**src/hw/rtl/pba_ram.sv**
```systemverilog
// Generic single-write, single-read synchronous RAM with registered read data.
// No dependencies.
module pba_ram #(
  parameter int WIDTH = 8,
  parameter int DEPTH = 512,
  localparam int AW = (DEPTH > 1) ? $clog2(DEPTH) : 1
) (
  input  logic             clk,
  input  logic             we,
  input  logic [AW-1:0]    waddr,
  input  logic [WIDTH-1:0] wdata,
  input  logic             re,
  input  logic [AW-1:0]    raddr,
  output logic [WIDTH-1:0] rdata
);

  logic [WIDTH-1:0] mem [DEPTH];

  always_ff @(posedge clk) begin
    if (we) begin
      mem[waddr] <= wdata;
    end
    if (re) begin
      rdata <= mem[raddr];
    end
  end

endmodule

```
**config.mk**
```make
export PLATFORM = sky130hd
export DESIGN_NAME = pba_ram
export DESIGN_NICKNAME = d
export VERILOG_FILES = /design/src/hw/rtl/pba_ram.sv
export SDC_FILE = /design/constraint.sdc
export NUM_CORES = 2
export LEC_CHECK = 0
export BUFFER_PORTS_ARGS = -buffer_cell sky130_fd_sc_hd__buf_2
export CORE_UTILIZATION = 50
export DETAILED_ROUTE_END_ITERATION = 12
export PLACE_DENSITY = 0.77
export SYNTH_ARGS = -nofsm -noshare
export SYNTH_HDL_FRONTEND = slang
export SYNTH_SLANG_ARGS = --single-unit
```
**constraint.sdc**
```tcl
create_clock -name clk -period 3.8 [get_ports clk]
set_input_delay 0.38 -clock clk [delete_from_list [all_inputs] [get_ports clk]]
set_output_delay 0.38 -clock clk [all_outputs]
set_load 0.1 [all_outputs]
```
==> qor.txt <==
Root buf cell: clkbuf_16
Initial core utilization: 50.31%
Clk_lat worst skew: 930 ps
Failing checks: setup timing
Max_slew headroom: 8.516%
Drt initial violations: 11720
GRT Util Overall: 24.78%
Top Ports: 37
WHS Path Cells: 1
Avg Inst Size Synth: 19.93 sq um
Outcome: finished with violations
Clock share of power: 40.7%
Post-Synthesis Cells: 8030
Post-synth EDFFs: 4104
Post-Syn Area: 160000 sq um
First-pass GRT wire length: 582500 um
Deepest clock path buffer count: 4
Origin of the critical flop-to-flop path: mem[267][0]$_DFFE_PP_
First-pass iteration count of the detailed router: 8
Clock sink total: 4104
CP max stage delay: 920 ps
Critical Path End Type: flip-flop
Crit-path cells: buf_12, buf_12, buf_12, mux2i_1, o221ai_1, nor3_1, nor4_1, o311ai_0, buf_4, nor4_1, o2111a_1
Critical path startpoint category: input pin
Grt ovf: 0
Core Rows: 207
Area leader, netlist: edfxtp_1
Most frequent cells after synthesis: edfxtp_1 (4104), mux2i_1 (797), mux4_2 (654)
Count leader, synth: edfxtp_1
Asr flop ratio synth: 0%
WP data required: 4570 ps
Worst-path maximum fanout: 56
Hold EP: mem[267][0]$_DFFE_PP_
Antenna violations before repair: 25
Fin. Hold Viols: 0
Cts repair resizes: 0
Worst R2R Setup Slack: -50 ps
Largest delay share family, worst path: simple AND/OR/NAND/NOR gates
RSZ-0062 raised after global routing: no
Global placer's final weighted congestion: 0.9308
P_int: 0.07246 W
Chip height: 567.7 um
Worst setup margin: -254.7 ps
CP max-delay cell: nor4_1
Max Clk Rate: 246.6 MHz
Vias in the first global route: 83110
R2r endpoint: rdata[0]$_DFFE_PP_
Worst R2R Path Depth: 8
Syn_nets: 8059
Post-CTS Setup Inserts: 0
Ys flop type: edfxtp_1
Pwr Density: 515.2 nW/um^2
Yosys top cell area share: 77.02%
Final wirelength: 406500 um
Max Clock Skew: 66.96 ps
CTS H-tree lvls: 5
Hold_sp: wdata[0]
DPL Wire Length: 242000 um
Area Overhead vs Synth: 11.78%
Synth top area cells: edfxtp_1 (77%), mux4_2 (9.2%), mux2i_1 (5.0%)
Buf+Inv Stages, Crit Path: 4
Clock-pin slew on the worst setup and hold paths: 60 ps
Peak VDD IR: 0.4042 mV
DR vias/cell: 6.592
Core Util, Final: 56.23%
CTS tree: done
ANT nets after route: 0
Maxcap violations: 0
Tmin final: 4055 ps
Pleak: 56.51 nW
Sw Share: 21.37%
Num CTS Buffers: 391
Core footprint: 318100 sq um
Seq pwr share: 54.1%
Critical setup path kind: in -> reg
Non-filler cells in the finished layout: 12770
Largest net degree at the start of global routing: 156
Measured slew at the worst slew-check pin: 1362 ps
Register area share after synthesis: 77.02%
Slew Limit Fails: 0
Inst Count DP: 12080
Die width: 567.7 um
WL/cell: 31.83 um
Synth Warn #: 0
Critical path arrival: 4820 ps
Synth Register Bits: 4104
DR vias: 84180
DIE AREA: 322300 sq um
Setup tns final: -254.7 ps
Final worst-path cycle share: 106.7%
Comb power frac: 5.1%
Finish-stage setup viols: 1
Worst min path class: in -> reg
I/O Buffers: 36
Yosys cell types: 50
CP dominant cell by count: buf_12
Share of layout cells above drive strength 1: 18.42%
Final layout net count: 8323
Sw Pwr: 0.01969 W
Number of remaining DRC errors: 0
## sequential cells by signal, summed over array words and instances (netlist names)
signal,count
mem,4096
rdata,8
## power by group through the flow
stage	clock, W	combinational, W	sequential (W)
finish	0.0375	0.00472	0.0499
global placement	0	0.00451	0.0509
floorplan	0	0.00237	0.0509
CTS	0.0377	0.00465	0.0499
detailed placement	0	0.00462	0.0509
global route	0.0393	0.00486	0.0499
## cell usage in the layout (no fill, tap or decap), types with 7 or more instances in the layout
cell / count
buf_2: 24
o22ai_1: 163
a21oi_1: 194
buf_12: 105
and2_1: 20
nor3b_1: 7
o221ai_1: 371
nand4_1: 32
clkinv_1: 74
nand2_4: 12
bufinv_16: 28
edfxtp_1: 4104
buf_8: 10
o2111a_1: 8
clkbuf_1: 92
mux2i_1: 797
buf_4: 239
nand3_1: 32
clkinv_2: 58
o21ai_0: 118
nor3_1: 108
a211oi_1: 17
nor4_1: 36
mux4_2: 654
nor2_1: 596
a22oi_1: 61
o31ai_1: 13
diode_2: 10
clkbuf_16: 397
clkinvlp_4: 13
nand2_1: 98
## metrics by stage
step / setup slack [ps] / area, sq um / power [W] / hold WS, ps
2_1_floorplan: 1309 / 160000 / 0.05330 / 478.9
4_1_cts: 69.06 / 178800 / 0.09220 / 1.863
3_5_place_dp: -879.9 / 166700 / 0.05548 / 805.9
3_3_place_gp: -893.5 / 166600 / 0.05536 / 806.4
5_1_grt: 67.78 / 178800 / 0.09404 / 32.53
6_report: -254.7 / 178800 / 0.09215 / 24.47
## area by class of cell
cell class	instances	area, sq um
clock inverters	191	1839
clock buffers	489	10280
fillers	22300	139200
repair buffers	384	4228
inverters	3	18.77
diodes	10	25.02
multi-input cells	3410	33990
flip-flops and latches	4104	123200
well taps	4180	5230
## layer usage
layer	track usage [%]	share of wire (%)	up-vias
met5	0	0.031	-
met2	39.04	47	5946
met3	5.586	12	1044
met1	33.38	36	43240
met4	10.71	4.9	18
li1	-	-	33930
## logic make-up after synthesis
family,synth area share (%)
buf+inv,1.848
mux,14.19
compound gates,4.311
simple gates,2.630
flops,77.02
## repair_timing
item	CTS	global route
hold endpoints to repair	164	0
hold buffers	5	0
setup endpoints to repair	0	0
## worst max-delay path by stage
stage / from / end / slack [ps] / cells after the start
finish: raddr[0] / rdata[0]$_DFFE_PP_ / -250 / 11
global route: raddr[0] / rdata[0]$_DFFE_PP_ / 70 / 11
CTS: raddr[0] / rdata[0]$_DFFE_PP_ / 70 / 11
detailed placement: raddr[0] / rdata[0]$_DFFE_PP_ / -880 / 11
global placement: raddr[0] / rdata[0]$_DFFE_PP_ / -890 / 11
floorplan: raddr[0] / rdata[0]$_DFFE_PP_ / 1310 / 10
Note: power is estimated with default switching activity, not from simulation.
